### src/sskm_pkg.sv
// Types, codes and the character table of the display and key scan block.
package sskm_pkg;

	localparam int SCAN_W  = 3;
	localparam int SEG_W   = 8;
	localparam int PINS    = 4;
	localparam int TICK_W  = 9;
	localparam int HOLD_W  = 8;

	localparam logic [TICK_W-1:0] TICK_PERIOD_RST = 9'd492;
	localparam logic [HOLD_W-1:0] HOLD_REPEAT_RST = 8'd50;

	typedef enum logic [2:0] {
		OP_TICK   = 3'd0,
		OP_ASSIGN = 3'd1,
		OP_OR     = 3'd2,
		OP_AND    = 3'd3,
		OP_CHAR   = 3'd4,
		OP_CLEAR  = 3'd5,
		OP_SWAP   = 3'd6,
		OP_READ   = 3'd7
	} op_t;

	typedef enum logic {
		REG_TICK_PERIOD_MAX = 1'b0,
		REG_HOLD_REPEAT     = 1'b1
	} reg_idx_t;

	typedef struct packed {
		op_t              opcode;
		logic             key_sense;
		logic [2:0]       digit;
		logic [SEG_W-1:0] value;
	} item_t;

	typedef struct packed {
		logic second;
		logic half;
		logic quarter;
		logic slow;
		logic fast;
	} tick_status_t;

	typedef struct packed {
		logic [SCAN_W-1:0] pos;
		logic              frame_end;
	} scan_t;

	localparam int GLYPH_LAST = 38;

	localparam logic [SEG_W-1:0] GLYPHS [0:GLYPH_LAST] = '{
		8'h3F, 8'h06, 8'h5B, 8'h4F, 8'h66, 8'h6D, 8'h7D, 8'h07, 8'h7F, 8'h6F,
		8'h77, 8'h7C, 8'h39, 8'h5E, 8'h79, 8'h71, 8'h3D, 8'h74, 8'h04, 8'h1E,
		8'h36, 8'h38, 8'h53, 8'h54, 8'h5C, 8'h73, 8'h53, 8'h50, 8'h6D, 8'h78,
		8'h3E, 8'h1C, 8'h53, 8'h53, 8'h6E, 8'h53, 8'h00, 8'h40, 8'h53
	};

	// Codes past the table end show the last entry.
	function automatic logic [SEG_W-1:0] glyph(input logic [SEG_W-1:0] code);
		logic [5:0] idx;
		if (code > SEG_W'(GLYPH_LAST)) begin
			idx = 6'(GLYPH_LAST);
		end else begin
			idx = code[5:0];
		end
		return GLYPHS[idx];
	endfunction

endpackage

### src/sskm_ticker.sv
// Tick counter with second, half and quarter pulses and two toggles.
module sskm_ticker import sskm_pkg::*; (
	input  logic              clk,
	input  logic              arst_n,
	input  logic              fire,
	input  logic [TICK_W-1:0] period_max,
	output tick_status_t      status
);

	logic [TICK_W-1:0] count_q;
	logic [TICK_W-1:0] count_nxt;
	logic              slow_q;
	logic              fast_q;
	logic              wrap;
	logic              at_half;
	logic              at_quarter;

	always_comb begin
		wrap       = !(count_q < period_max);
		count_nxt  = wrap ? '0 : count_q + 1'b1;
		at_half    = (count_nxt == 9'd0) || (count_nxt == 9'd250) || (count_nxt == 9'd500);
		at_quarter = at_half || (count_nxt == 9'd125) || (count_nxt == 9'd375);
	end

	always_comb begin
		status.second  = fire && wrap;
		status.half    = fire && at_half;
		status.quarter = fire && at_quarter;
		status.slow    = slow_q ^ (fire && at_half);
		status.fast    = fast_q ^ (fire && at_quarter);
	end

	always_ff @(posedge clk or negedge arst_n) begin
		if (!arst_n) begin
			count_q <= '0;
			slow_q  <= 1'b0;
			fast_q  <= 1'b0;
		end else if (fire) begin
			count_q <= count_nxt;
			slow_q  <= status.slow;
			fast_q  <= status.fast;
		end
	end

endmodule

### src/sskm_scan.sv
// Digit scan position, key sampling, press detection and hold repeat.
module sskm_scan import sskm_pkg::*; #(
	parameter int DIGITS = 4
) (
	input  logic              clk,
	input  logic              arst_n,
	input  logic              fire_tick,
	input  logic              fire_read,
	input  logic              key_sense,
	input  logic [HOLD_W-1:0] hold_reload,
	output scan_t             scan,
	output logic [PINS-1:0]   digit_drive_nxt,
	output logic [PINS-1:0]   press_rep,
	output logic [PINS-1:0]   held_rep
);

	localparam logic [SCAN_W-1:0] LAST_POS = SCAN_W'(DIGITS - 1);

	logic [SCAN_W-1:0] pos_q;
	logic [SCAN_W-1:0] pos_nxt;
	logic [PINS-1:0]   live_q;
	logic [PINS-1:0]   live_nxt;
	logic [PINS-1:0]   prev_q;
	logic [PINS-1:0]   prev_nxt;
	logic [PINS-1:0]   press_q;
	logic [PINS-1:0]   held_q;
	logic [HOLD_W-1:0] hold_q;
	logic [HOLD_W-1:0] hold_nxt;
	logic [HOLD_W-1:0] hold_dec;
	logic              frame_end;

	always_comb begin
		live_nxt = live_q;
		for (int j = 0; j < PINS; j++) begin
			digit_drive_nxt[j] = (pos_q != SCAN_W'(j));
			if (fire_tick && (pos_q == SCAN_W'(j))) begin
				live_nxt[j] = !key_sense;
			end
		end
		frame_end = fire_tick && (pos_q == LAST_POS);
		if (!fire_tick) begin
			pos_nxt = pos_q;
		end else if (pos_q == LAST_POS) begin
			pos_nxt = '0;
		end else begin
			pos_nxt = pos_q + 1'b1;
		end
	end

	always_comb begin
		press_rep = press_q;
		held_rep  = held_q;
		prev_nxt  = prev_q;
		hold_nxt  = hold_q;
		hold_dec  = hold_q - 1'b1;
		if (frame_end) begin
			press_rep = press_q | (live_nxt & ~prev_q);
			prev_nxt  = live_nxt;
			if (live_nxt != '0) begin
				if (hold_dec == '0) begin
					hold_nxt = hold_reload;
					held_rep = held_q | live_nxt;
				end else begin
					hold_nxt = hold_dec;
				end
			end else begin
				hold_nxt = hold_reload;
			end
		end
	end

	assign scan.pos       = pos_q;
	assign scan.frame_end = frame_end;

	always_ff @(posedge clk or negedge arst_n) begin
		if (!arst_n) begin
			pos_q   <= '0;
			live_q  <= '0;
			prev_q  <= '0;
			hold_q  <= '0;
			press_q <= '0;
			held_q  <= '0;
		end else begin
			pos_q   <= pos_nxt;
			live_q  <= live_nxt;
			prev_q  <= prev_nxt;
			hold_q  <= hold_nxt;
			press_q <= fire_read ? '0 : press_rep;
			held_q  <= fire_read ? '0 : held_rep;
		end
	end

endmodule

### src/sskm_frame.sv
// Double-buffered digit bytes: back-buffer writes, front read-out and swap.
module sskm_frame import sskm_pkg::*; #(
	parameter int DIGITS = 4
) (
	input  logic             clk,
	input  logic             arst_n,
	input  logic             fire,
	input  item_t            item,
	input  scan_t            scan,
	output logic [SEG_W-1:0] seg_nxt,
	output logic             swap_nxt
);

	logic [SEG_W-1:0] buf0_q [DIGITS];
	logic [SEG_W-1:0] buf1_q [DIGITS];
	logic [SEG_W-1:0] lane_data [DIGITS];
	logic [DIGITS-1:0] lane_we;
	logic             front_q;
	logic             swap_q;
	logic             front_nxt;
	logic [SEG_W-1:0] front_byte;
	logic [SEG_W-1:0] back_byte;

	// Front byte at the scan position, pins are active low.
	always_comb begin
		front_byte = '0;
		for (int d = 0; d < DIGITS; d++) begin
			if (scan.pos == SCAN_W'(d)) begin
				front_byte = front_q ? buf0_q[d] : buf1_q[d];
			end
		end
		seg_nxt = ~front_byte;
	end

	always_comb begin
		for (int d = 0; d < DIGITS; d++) begin
			back_byte    = front_q ? buf1_q[d] : buf0_q[d];
			lane_we[d]   = 1'b0;
			lane_data[d] = back_byte;
			case (item.opcode)
				OP_ASSIGN: begin
					lane_we[d]   = (item.digit == 3'(d));
					lane_data[d] = item.value;
				end
				OP_OR: begin
					lane_we[d]   = (item.digit == 3'(d));
					lane_data[d] = back_byte | item.value;
				end
				OP_AND: begin
					lane_we[d]   = (item.digit == 3'(d));
					lane_data[d] = back_byte & item.value;
				end
				OP_CHAR: begin
					lane_we[d]   = (item.digit == 3'(d));
					lane_data[d] = glyph(item.value);
				end
				OP_CLEAR: begin
					lane_we[d]   = 1'b1;
					lane_data[d] = '0;
				end
				default: begin
					lane_we[d]   = 1'b0;
				end
			endcase
		end
	end

	// Swap is taken at frame end, after the last digit has been read out.
	always_comb begin
		swap_nxt  = swap_q;
		front_nxt = front_q;
		if (fire && (item.opcode == OP_SWAP)) begin
			swap_nxt = 1'b1;
		end else if (scan.frame_end && swap_q) begin
			swap_nxt  = 1'b0;
			front_nxt = !front_q;
		end
	end

	always_ff @(posedge clk or negedge arst_n) begin
		if (!arst_n) begin
			front_q <= 1'b1;
			swap_q  <= 1'b0;
			for (int d = 0; d < DIGITS; d++) begin
				buf0_q[d] <= '0;
				buf1_q[d] <= '0;
			end
		end else begin
			front_q <= front_nxt;
			swap_q  <= swap_nxt;
			for (int d = 0; d < DIGITS; d++) begin
				if (fire && lane_we[d]) begin
					if (front_q) begin
						buf1_q[d] <= lane_data[d];
					end else begin
						buf0_q[d] <= lane_data[d];
					end
				end
			end
		end
	end

endmodule

### src/seven_segment_scan_and_key_matrix.sv
// Top level of the multiplexed seven-segment display driver with key scan.
// One transaction in gives exactly one transaction out, and a new transaction
// is taken every cycle while the output side keeps up. An accepted transaction
// goes into the input register, then through one pass of logic into the
// result register, from which the output handshake is made.
// A stalled result is held in the result register while the input register
// still takes one more transaction, so the two sides are parted by a stage.
// A tick transaction drives the next digit of the front buffer (segment pins
// active low, digit select active low one-hot, only the first four positions
// have pins and key bits), samples the key line into that digit's bit and
// advances the tick counter, which pulses tick_second on wrap, tick_half at
// counts 0, 250 and 500 and tick_quarter at every multiple of 125. After the
// last digit of a frame, new presses and hold repeats are latched and any
// requested buffer swap is done. Writes touch only the back buffer; a digit
// at or beyond DIGITS is ignored. A key read reports the flags as they stood
// and then clears them. Configuration writes take effect at once and must
// only be made while no transaction is in flight.
module seven_segment_scan_and_key_matrix import sskm_pkg::*; #(
	parameter int DIGITS = 4
) (
	input  logic              clk,
	input  logic              arst_n,
	// configuration write port
	input  logic              cfg_we,
	input  logic              cfg_index,
	input  logic [TICK_W-1:0] cfg_data,
	// input channel
	input  logic              in_valid,
	output logic              in_ready,
	input  logic [2:0]        opcode,
	input  logic              key_sense,
	input  logic [2:0]        digit,
	input  logic [SEG_W-1:0]  value,
	// output channel
	output logic              out_valid,
	input  logic              out_ready,
	output logic [SEG_W-1:0]  segment_drive,
	output logic [PINS-1:0]   digit_drive,
	output logic              tick_second,
	output logic              tick_half,
	output logic              tick_quarter,
	output logic              toggle_slow,
	output logic              toggle_fast,
	output logic [PINS-1:0]   key_pressed,
	output logic [PINS-1:0]   key_held,
	output logic              swap_pending
);

	// configuration registers
	logic [TICK_W-1:0] tick_period_max_q;
	logic [HOLD_W-1:0] hold_repeat_frames_q;

	// input register
	logic  valid_s1;
	item_t item_s1;

	// result register
	logic             valid_s2;
	logic [SEG_W-1:0] seg_s2;
	logic [PINS-1:0]  dig_s2;
	tick_status_t     tick_s2;
	logic [PINS-1:0]  press_s2;
	logic [PINS-1:0]  held_s2;
	logic             swap_s2;

	logic             go;
	logic             fire_tick;
	logic             fire_read;
	tick_status_t     tick_nxt;
	scan_t            scan;
	logic [PINS-1:0]  digit_drive_nxt;
	logic [PINS-1:0]  press_rep;
	logic [PINS-1:0]  held_rep;
	logic [SEG_W-1:0] seg_nxt;
	logic             swap_nxt;

	// the item in stage 1 moves on when the result register is free or drains
	assign go        = valid_s1 && (!valid_s2 || out_ready);
	assign in_ready  = !valid_s1 || go;
	assign fire_tick = go && (item_s1.opcode == OP_TICK);
	assign fire_read = go && (item_s1.opcode == OP_READ);

	always_ff @(posedge clk or negedge arst_n) begin
		if (!arst_n) begin
			tick_period_max_q    <= TICK_PERIOD_RST;
			hold_repeat_frames_q <= HOLD_REPEAT_RST;
		end else if (cfg_we) begin
			case (reg_idx_t'(cfg_index))
				REG_TICK_PERIOD_MAX: tick_period_max_q    <= cfg_data;
				REG_HOLD_REPEAT:     hold_repeat_frames_q <= cfg_data[HOLD_W-1:0];
				default:             tick_period_max_q    <= tick_period_max_q;
			endcase
		end
	end

	always_ff @(posedge clk or negedge arst_n) begin
		if (!arst_n) begin
			valid_s1 <= 1'b0;
		end else if (in_ready) begin
			valid_s1 <= in_valid;
		end
	end

	always_ff @(posedge clk) begin
		if (in_valid && in_ready) begin
			item_s1.opcode    <= op_t'(opcode);
			item_s1.key_sense <= key_sense;
			item_s1.digit     <= digit;
			item_s1.value     <= value;
		end
	end

	sskm_ticker u_ticker (
		.clk        (clk),
		.arst_n     (arst_n),
		.fire       (fire_tick),
		.period_max (tick_period_max_q),
		.status     (tick_nxt)
	);

	sskm_scan #(
		.DIGITS (DIGITS)
	) u_scan (
		.clk             (clk),
		.arst_n          (arst_n),
		.fire_tick       (fire_tick),
		.fire_read       (fire_read),
		.key_sense       (item_s1.key_sense),
		.hold_reload     (hold_repeat_frames_q),
		.scan            (scan),
		.digit_drive_nxt (digit_drive_nxt),
		.press_rep       (press_rep),
		.held_rep        (held_rep)
	);

	sskm_frame #(
		.DIGITS (DIGITS)
	) u_frame (
		.clk      (clk),
		.arst_n   (arst_n),
		.fire     (go),
		.item     (item_s1),
		.scan     (scan),
		.seg_nxt  (seg_nxt),
		.swap_nxt (swap_nxt)
	);

	// the pins hold between ticks, so these fields carry reset values
	always_ff @(posedge clk or negedge arst_n) begin
		if (!arst_n) begin
			valid_s2 <= 1'b0;
			seg_s2   <= '1;
			dig_s2   <= '1;
		end else begin
			if (go) begin
				valid_s2 <= 1'b1;
			end else if (out_ready) begin
				valid_s2 <= 1'b0;
			end
			if (fire_tick) begin
				seg_s2 <= seg_nxt;
				dig_s2 <= digit_drive_nxt;
			end
		end
	end

	always_ff @(posedge clk) begin
		if (go) begin
			tick_s2  <= tick_nxt;
			press_s2 <= press_rep;
			held_s2  <= held_rep;
			swap_s2  <= swap_nxt;
		end
	end

	assign out_valid     = valid_s2;
	assign segment_drive = seg_s2;
	assign digit_drive   = dig_s2;
	assign tick_second   = tick_s2.second;
	assign tick_half     = tick_s2.half;
	assign tick_quarter  = tick_s2.quarter;
	assign toggle_slow   = tick_s2.slow;
	assign toggle_fast   = tick_s2.fast;
	assign key_pressed   = press_s2;
	assign key_held      = held_s2;
	assign swap_pending  = swap_s2;

endmodule

### config.mk
export PLATFORM = sky130hd
export DESIGN_NAME = seven_segment_scan_and_key_matrix
export DESIGN_NICKNAME = d
export VERILOG_FILES = /design/src/sskm_pkg.sv /design/src/sskm_ticker.sv /design/src/sskm_scan.sv /design/src/sskm_frame.sv /design/src/seven_segment_scan_and_key_matrix.sv
export SDC_FILE = /design/constraint.sdc
export NUM_CORES = 1
export LEC_CHECK = 0
export ABC_AREA = 1
export BUFFER_PORTS_ARGS = -buffer_cell sky130_fd_sc_hd__buf_2
export CORE_ASPECT_RATIO = 0.5
export CORE_MARGIN = 3
export CORE_UTILIZATION = 55
export CTS_CLUSTER_DIAMETER = 80
export DETAILED_ROUTE_END_ITERATION = 10
export GPL_TIMING_DRIVEN = 0
export PLACE_DENSITY = 0.8
export SLEW_MARGIN = 20
export SYNTH_ARGS = -nofsm -noshare
export SYNTH_HDL_FRONTEND = slang
export SYNTH_HIERARCHICAL = 1
export SYNTH_SLANG_ARGS = --single-unit
export TNS_END_PERCENT = 20
### constraint.sdc
create_clock -name clk -period 2.8 [get_ports clk]
set_input_delay 0.56 -clock clk [delete_from_list [all_inputs] [get_ports clk]]
set_output_delay 0.56 -clock clk [all_outputs]
set_load 0.005 [all_outputs]
==> After elaboration in Yosys (flattened, before gate mapping) <==
Memory sizes are Yosys's and may differ from the RTL's.
Cells that the tools add are included.
W data, S select, Z words.
{ "word_totals": {"ff_bits": 164, "romBits": 512, "inputBits": 30, "out_inout_bits": 28, "word_cells": 173, "memories": 1} }
{ "mem_list": {"columns": ["memory", "words", "word_bits", "rd", "rd_clocked_by_memory_dff", "wr", "line_no", "text"], "rows": [
  ["(no name shown)", 64, 8, 1, 0, 0, "sskm_pkg.sv:66", "return GLYPHS[idx];"]
]} }
{ "classes": {"addsub": 3, "n_lt_le_gt_ge": 3, "eq_ne": 20, "muxes": 42, "bitwise_logic": 19, "n_reduce_logical": 48} }
{ "ops": {"columns": ["operator", "count"], "rows": [
  ["$pmux W8 S5", 4],
  ["$mux W8", 16],
  ["$and A8 B8 Y8", 4],
  ["$or A8 B8 Y8", 4],
  ["$mux W4", 6],
  ["$reduce_and A2 Y1", 11],
  ["$eq A3 B2 Y1 const B", 6],
  ["$eq A9 B9 Y1 const B", 2],
  ["$logic_and A1 B1 Y1", 17],
  ["$eq A3 B3 Y1 const B", 4],
  ["$mux W6", 2],
  ["$add A9 B1 Y9 const B", 1],
  ["$eq A3 B1 Y1 const B", 3],
  ["$eq A9 B7 Y1 const B", 1],
  ["$eq A9 B8 Y1 const B", 1],
  ["$logic_not A3 Y1", 3],
  ["$logic_not A9 Y1", 1],
  ["$lt A9 B9 Y1", 1],
  ["$mux W9", 1],
  ["$gt A8 B6 Y1 const B", 1],
  ["$logic_not A8 Y1", 1],
  ["$mux W1", 8],
  ["$not A8 Y8", 1],
  ["$or A4 B4 Y4", 2],
  ["18 further kinds", 34]
]} }

==> Depth between registers and ports, before layout <==
Gate-level depths: netlist of run 1.
{ "depth": {"ltp_word": 11, "ltp_mapped": 19} }

==> Modules after synthesis <==
The synthesis of run 1 kept the hierarchy.
{ "modules_own_cells": {"columns": ["module", "n_inst", "cells_each", "area_each_um2", "seq_area_each_um2"], "rows": [
  ["sskm_frame", 1, 789, 5087.4, 1652.8],
  ["seven_segment_scan_and_key_matrix", 1, 165, 2154.6, 1672.9],
  ["sskm_scan", 1, 185, 1502.7, 675.6],
  ["sskm_ticker", 1, 164, 1074.8, 275.3]
]} }

==> Worst setup path before layout of run 1 <==
No wires, ideal clock.
{ "synth_timing": {"kind": "in2reg", "from": "input out_ready", "to": "register swap_s2, in the netlist swap_pending, data pin", "arrival_time_ns": 2.046, "required_time_ns": 2.529, "slack_ns": 0.484, "cell_stages": 12, "path_buffers": 5, "path_cell_list": "inv_1 a21oi_4 nand2_4 buf_6 inv_1 buf_4 nand3_4 inv_2 buf_2 buf_2 buf_4 o21ai_0"} }
{ "synth_between": {"elab_chain_len": 7, "word_cells_on_any_way": 8, "classes_between": "mux: 2; reduce/logical: 6"} }
{ "synth_rtl": {"columns": ["element", "line_no", "text"], "rows": [
  ["from (decl)", "seven_segment_scan_and_key_matrix.sv:36", "input logic out_ready,"],
  ["$logic_or A1 B1 Y1", "seven_segment_scan_and_key_matrix.sv:78", "assign go = valid_s1 && (!valid_s2 || out_ready);"],
  ["$logic_and A1 B1 Y1", "seven_segment_scan_and_key_matrix.sv:78", null],
  ["$logic_and A1 B1 Y1", "seven_segment_scan_and_key_matrix.sv:80", "assign fire_tick = go && (item_s1.opcode == OP_TICK);"],
  ["named net fire_tick", "seven_segment_scan_and_key_matrix.sv:67", "logic fire_tick;"],
  ["$logic_and A1 B1 Y1", "sskm_scan.sv:40", "frame_end = fire_tick && (pos_q == LAST_POS);"],
  ["named net u_scan.frame_end", "sskm_scan.sv:30", "logic frame_end;"],
  ["$logic_and A1 B1 Y1", "sskm_frame.sv:74", "end else if (scan.frame_end && swap_q) begin"],
  ["$mux W1", "sskm_frame.sv:74", null],
  ["$mux W1", "sskm_frame.sv:72", "if (fire && (item.opcode == OP_SWAP)) begin"],
  ["named net swap_nxt", "seven_segment_scan_and_key_matrix.sv:75", "logic swap_nxt;"],
  ["to (signal assigned)", "seven_segment_scan_and_key_matrix.sv:172", "swap_s2 <= swap_nxt;"],
  ["to (decl)", "seven_segment_scan_and_key_matrix.sv:64", "logic swap_s2;"]
]} }
The timed path passes the listed nets, and every way through them passes these cells.
A chain may end at the register's enable or synchronous reset.

==> Worst setup path after layout of run 1 <==
{ "layout_timing": {"from": "register item_s1[13] (netlist name)", "to": "register u_frame.front_q"} }
{ "layout_between": {"elab_chain_len": 5, "word_cells_on_any_way": 8, "classes_between": "eq/ne: 1; bitwise: 1; reduce/logical: 6"} }
{ "layout_rtl": {"columns": ["element", "line_no", "text"], "rows": [
  ["from (decl)", "seven_segment_scan_and_key_matrix.sv:55", "item_t item_s1;"],
  ["$logic_not A3 Y1", "seven_segment_scan_and_key_matrix.sv:80", null],
  ["$logic_and A1 B1 Y1", "seven_segment_scan_and_key_matrix.sv:80", null],
  ["named net fire_tick", "seven_segment_scan_and_key_matrix.sv:67", null],
  ["$logic_and A1 B1 Y1", "sskm_scan.sv:40", null],
  ["named net u_scan.frame_end", "sskm_scan.sv:30", null],
  ["$logic_and A1 B1 Y1", "sskm_frame.sv:74", null],
  ["$reduce_and A2 Y1 (no source line)", null, null],
  ["to (signal assigned)", "sskm_frame.sv:89", "front_q <= front_nxt;"],
  ["to (decl)", "sskm_frame.sv:18", "logic front_q;"]
]} }
The timed path passes the listed nets, and every way through them passes these cells.

==> flow_summary.ini, run 1 <==
[timing]
rsz0062_at_grt = no
drv_slew = 0
setup_tns_ns = 0
setup_viol = 0
fmax_mhz = 376
period_needed_ns = 2.66
timing.final.ws_setup_ns = 0.142
final_hold_viol_count = 0
slew_headroom_pct = 15.5
fin_crit_sh_pct = 94.9
tightestPinTransition_ns = 1.25
skew_ns = 0.0109

[power_and_ir_drop]
pwr-share-comb_pct = 38.3
swShare_pct = 41.6
leakage_nw = 5.66
power_switching_mw = 4.18
ir_drop_uv = 488
cellInternalPower_mw = 5.86
seq_power_share_pct = 37.4
p_clk_share_pct = 24.3
power_per_cell_area_mw_per_mm2 = 907

[worst_setup_path]
rrSetupSlack_ns = 0.14
required_ns = 3.14
end_kind = register
worstReg2RegEnd = u_frame/front_q
crit_arrival_ns = 3.00
path_cells = inv_1, nand2_1, nor2_4, nand2_4, buf_6, clkinvlp_4, buf_4, nand3_4, inv_2, clkbuf_4, clkbuf_4, buf_4, nand3_1, xor2_1
critPathKind = reg2reg
crit_path_top_delay_cell = edfxtp_1
r2r_cells = 14
start_kind = register
cp_slowest_stage_delay_ns = 0.47
r2r-start = item_s1[13]
crit_path_max_fanout = 10

[floorplan]
boundaryPins = 58
die_h_um = 100
core_mm2 = 0.0169
rows = 33
dieArea_mm2 = 0.0196
start_util_pct = 58.0
fp.dieW_um = 195

[cts]
clock-sinks = 164
insertion_delay_ns = 0.43
cts_made_buffers = 17
clk_path_buf_depth = 2
cts_tree = done
clkTransAtPathRegs_ns = 0.07
htreeDepth = 4
root_buffer = clkbuf_16

[logic_synthesis]
ys_ff_latch = 164
synth_top_cell_area_share_pct = 28.8
synth-simple-area-share_pct = 31.5
syn-instance-count = 1303
synth_largest_area_cell = dfrtp_1
synth-compound-area-share_pct = 11.9
seq_area_frac_synth_pct = 43.6
netlist_area_mm2 = 0.00982
ys_warn_count = 6
yosysUniqueCellTypes = 45
synth_top_flop_cell = dfrtp_1
synth_edf_count = 29
synth_top_family_by_area = simple AND/OR/NAND/NOR gates
synth_adder_area_share_pct = 3.06
ys_async_sr_fraction_pct = 82.3
yosys-mux-area-fraction_pct = 0.714
synthTopCellsByArea = dfrtp_1, nand2_1, edfxtp_1, nand3_1, dfstp_2
synthXorXnorAreaFrac_pct = 0.433
avgSynthCellArea_um2 = 7.54
syn_nets = 1357

[placement]
place_ws_ns = -0.170
gp_congestion = 0.984
place_area_mm2 = 0.0104
io_buffers = 57
numPlacedInstances = 1588
dp_hpwl_mm = 20.4

[global_route]
grt_use_total_pct = 30.2
grt_pass1_vias = 9002
grt-ovfl-total = 0
grt_max_degree = 98
antenna_found_initial = 3
grt_pass1_wl_mm = 46.8

[final_layout]
stdcell_count = 1624
post-route-util_pct = 65.4
fin_area_mm2 = 0.0111
nets = 1438
area_growth_syn_to_layout_pct = 12.8
layout-drive-gt1-share_pct = 16.8
antennaDiodeCount = 0

[min_path]
holdCritPathClass = in2reg
hold_end = item_s1[11]
hold_path_depth = 1
worstHoldStart = key_sense

[drt]
routed_wl_mm = 28.7
drcViolationCount = 0
wl_per_cell_um = 17.7
ant_nets = 0
num_vias = 9290
drt_pass1_iterations = 8
drt_first_iter_violations = 952
viasPerCell = 5.72

[job]
max_cap_viol_count = 0

[outcome]
outcome = complete, no violations
## metrics by stage
| step | hold WS (ns) | total power [mW] |
|---|---|---|
| 2_1_floorplan | 0.264 | 6.34 |
| 3_3_place_gp | 0.449 | 7.33 |
| 3_5_place_dp | 0.453 | 7.47 |
| 4_1_cts | 0.288 | 9.96 |
| 5_1_grt | 0.289 | 10.7 |
| 6_report | 0.298 | 10.0 |
## Yosys cell counts (3+ instances only)
cell        n
inv_2      14
o211ai_1    4
nand2_2    18
nand3_4     3
o21ai_0    99
a21oi_1    68
nor2_4      8
buf_6       6
buf_4       5
nor3_1      5
o21ai_1     9
ha_1       24
o31ai_1     3
clkbuf_1   11
nand2_1   414
nand3_2     6
dfstp_2    22
a22oi_1     6
o21ai_2     5
buf_2      22
inv_1     147
a211oi_1    4
dfrtp_1   113
mux2i_1     7
nand2_4     4
nor2_1     50
edfxtp_1   29
nand4_1    15
nand3_1   143
nor2_2     12
a21oi_2     4
o21a_1      3
or2_2       4
## cells by family after synthesis
| kind of cell | Yosys count |
|---|---|
| muxes | 7 |
| DFF | 164 |
| and+or+nand+nor | 687 |
| xor gates and xnor gates | 4 |
| adders and majority gates | 24 |
| buffers and inverters | 207 |
| AOI/OAI and AO/OA | 210 |
## cell usage in the layout (no fill, tap or decap), drive strengths merged, types with 2 or more instances in the layout
cell	instances
ha	24
o21a	3
dfrtp	113
dfstp	22
inv	168
nand3	152
clkbuf	31
nand4	15
o211ai	4
nand2	437
nor3	6
or2	5
mux2i	7
bufinv	2
nand3b	2
a22oi	6
o31ai	3
xor2	3
clkinv	4
a211oi	4
edfxtp	29
clkinvlp	2
nor2	70
a21oi	74
buf	93
o21ai	113
a32oi	2
## power by group through the flow
stage / Sequential (mW) / Clock [mW] / Combinational [mW]
finish: 3.75 / 2.43 / 3.85
global placement: 3.74 / 0 / 3.59
CTS: 3.74 / 2.47 / 3.75
global route: 3.83 / 2.57 / 4.31
floorplan: 3.65 / 0 / 2.69
detailed placement: 3.76 / 0 / 3.71
## critical path: cells and delay by family (launching register included)
kind,cells,cell delay [ns]
flops,1,0.47
xor+xnor,1,0.19
simple gates,5,0.61
buf+inv,8,1.28
## registers in the layout, summed over array words and instances (netlist names), 8 cells and up
signal,count
u_scan/hold_q,8
u_frame/buf0_q,32
item_s1,15
hold_repeat_frames_q,8
u_frame/buf1_q,32
tick_period_max_q,9
u_ticker/count_q,9
segment_drive,8
## repair_timing
item	CTS	global route
buffers inserted	1	2
hold endpoints to repair	17	0
pin swaps	0	0
hold buffers	1	0
resized for setup	0	7
endpoints found under the setup margin	1	44
## layer usage
layer | global-route usage [%] | share of wire, % | vias up
li1 | - | - | 4393
met1 | 42.0 | 44 | 4380
met2 | 46.7 | 44 | 424
met3 | 6.54 | 9.1 | 87
met4 | 11.7 | 3.0 | 6
met5 | 0 | 0.14 | -
## worst max-delay path by stage
stage,startpoint,endpoint,depth (start not counted)
3_5_place_dp,out_ready,u_frame/front_q,14
2_1_floorplan,out_ready,swap_pending,12
4_1_cts,item_s1[13],u_frame/front_q,14
5_1_grt,item_s1[13],u_frame/front_q,14
3_3_place_gp,arst_n,u_frame/buf0_q[1],1
6_report,item_s1[13],u_frame/front_q,14
## area by class of cell
| type | count | area [um2] |
|---|---|---|
| multi-input combinational | 932 | 4690 |
| buffer | 45 | 265 |
| clock buffer | 18 | 429 |
| timing repair buffer | 62 | 355 |
| fill | 1505 | 5860 |
| tap | 227 | 284 |
| inverter | 162 | 612 |
| clock inverter | 14 | 164 |
| sequential | 164 | 4280 |
(Power assumes the default switching activity.)
==> run 2: changes to the inputs <==
--- a/config.mk
+++ b/config.mk
@@ -7,7 +7,7 @@
 export LEC_CHECK = 0
 export ABC_AREA = 1
 export BUFFER_PORTS_ARGS = -buffer_cell sky130_fd_sc_hd__buf_2
-export CORE_ASPECT_RATIO = 0.5
+export CORE_ASPECT_RATIO = 2
 export CORE_MARGIN = 3
 export CORE_UTILIZATION = 55
 export CTS_CLUSTER_DIAMETER = 80
==> flow_summary.ini, run 2 (synthesized netlist as in run 1, its figures left out) <==
[floorplan]
fp.dieW_um = 100
rows = 68
start_util_pct = 56.6
boundaryPins = 58
die_h_um = 195
dieArea_mm2 = 0.0196
core_mm2 = 0.0174

[worst_setup_path]
crit_path_max_fanout = 10
required_ns = 2.96
r2r_cells = 13
critPathKind = reg2reg
worstReg2RegEnd = swap_pending
start_kind = register
crit_arrival_ns = 2.80
end_kind = register
rrSetupSlack_ns = 0.17
r2r-start = item_s1[13]

[cts]
cts_tree = done
cts_made_buffers = 17
clock-sinks = 164
insertion_delay_ns = 0.44
clkTransAtPathRegs_ns = 0.08
htreeDepth = 4
clk_path_buf_depth = 2
postCtsHoldBufs = 0
root_buffer = clkbuf_16

[power_and_ir_drop]
leakage_nw = 5.65
ir_drop_uv = 427
p_total_mw = 10.0
power_per_cell_area_mw_per_mm2 = 906

[timing]
timing.final.ws_setup_ns = 0.166
period_needed_ns = 2.63
fin_crit_sh_pct = 94.1
setup_tns_ns = 0
fmax_mhz = 380
whs_ns = 0.107
final_hold_viol_count = 0
skew_ns = 0.0171
drv_slew = 0
slew_headroom_pct = 24.2
tightestPinTransition_ns = 1.13
setup_viol = 0

[placement]
place_ws_ns = -0.122
numPlacedInstances = 1571
io_buffers = 57
place_area_mm2 = 0.0104
gp_congestion = 0.979
dp_hpwl_mm = 20.2

[job]
max_cap_viol_count = 0

[drt]
drt_first_iter_violations = 920
viasPerCell = 5.81
ant_nets = 0
num_vias = 9318
drcViolationCount = 1
drt_pass1_iterations = 9
routed_wl_mm = 27.2
wl_per_cell_um = 16.9

[outcome]
violations = design-rule violations
outcome = complete, but fails checks

[final_layout]
final_common_cell = nand2_1
nFillCells = 1564
post-route-util_pct = 63.6
area_growth_syn_to_layout_pct = 12.4
layout_common_cells = nand2_1, inv_1, nand3_1
layout-drive-gt1-share_pct = 16.4
antennaDiodeCount = 0
stdcell_count = 1604
reg_top3 = u_frame/buf0_q: 32 flops, u_frame/buf1_q: 32 flops, item_s1: 15 flops
seq_area_mm2 = 0.00428
multi_input_area_mm2 = 0.00467
fin_area_mm2 = 0.0110
nets = 1435

[global_route]
grt_pass1_vias = 8954
grt_pass1_wl_mm = 43.8
grt-ovfl-total = 0
antenna_found_initial = 0
grt_max_degree = 78
grt_use_total_pct = 28.4

[min_path]
holdCritPathClass = in2async
## run 2: cell count changes in the layout (fill, tap and decap cells not counted), sizes merged
cell | before | now
clkbuf | 31 | 32
dlygate4sd3 | 1 | 0
clkinvlp | 2 | 1
clkinv | 4 | 5
inv | 168 | 166
buf | 93 | 91
bufinv | 2 | 3
## run 2: metal layers
layer	vias up	global-route usage (%)	share of wire, %
met5	-	0	0
met4	0	19.1	7.4
met3	146	3.63	5.2
met2	463	50.1	52
met1	4319	30.7	35
li1	4390	-	-
## run 2: worst max-delay path by stage
stage	start	cells past startpoint	endpoint	slack, ns
6_report	item_s1[13]	13	swap_pending	0.17
3_5_place_dp	out_ready	13	swap_pending	-0.12
2_1_floorplan	out_ready	12	swap_pending	0.48
4_1_cts	item_s1[12]	13	swap_pending	0.04
3_3_place_gp	arst_n	1	u_frame/buf0_q[27]	-0.72
5_1_grt	item_s1[13]	13	swap_pending	-0.002
## run 2: where the power goes
group,switching [mW],internal (mW)
Sequential,0.506,3.24
Clock,1.04,1.44
Combinational,2.50,1.27
Total,4.05,5.95
## run 2: final cells by class
cell class | instances | share of cell area (%)
Inverter | 162 | 5.54
Timing Repair Buffer | 59 | 2.99
Sequential cell | 164 | 38.7
Buffer | 45 | 2.40
Tap cell | 210 | 2.38
Clock inverter | 13 | 1.70
Clock buffer | 19 | 3.92
Multi-Input combinational cell | 932 | 42.3
## run 2: worst max-delay path: stages, from the launching register on
cell and delay (ns):
edfxtp_1 0.47, inv_1 0.08, nand2_1 0.08, nor2_4 0.19, nand2_4 0.09, buf_6 0.16
clkinvlp_4 0.15, buf_4 0.20, nand3_4 0.16, inv_2 0.11, clkbuf_4 0.21, clkbuf_4 0.23
buf_4 0.13, o21ai_0 0.09
## run 2: repair_timing
item / 4_1_cts / 5_1_grt
endpoints found under the setup margin: 2 / 5
gates cloned: 0 / 0
hold endpoints to repair: 0 / 0
buffers inserted: 0 / 1
resized for setup: 1 / 2
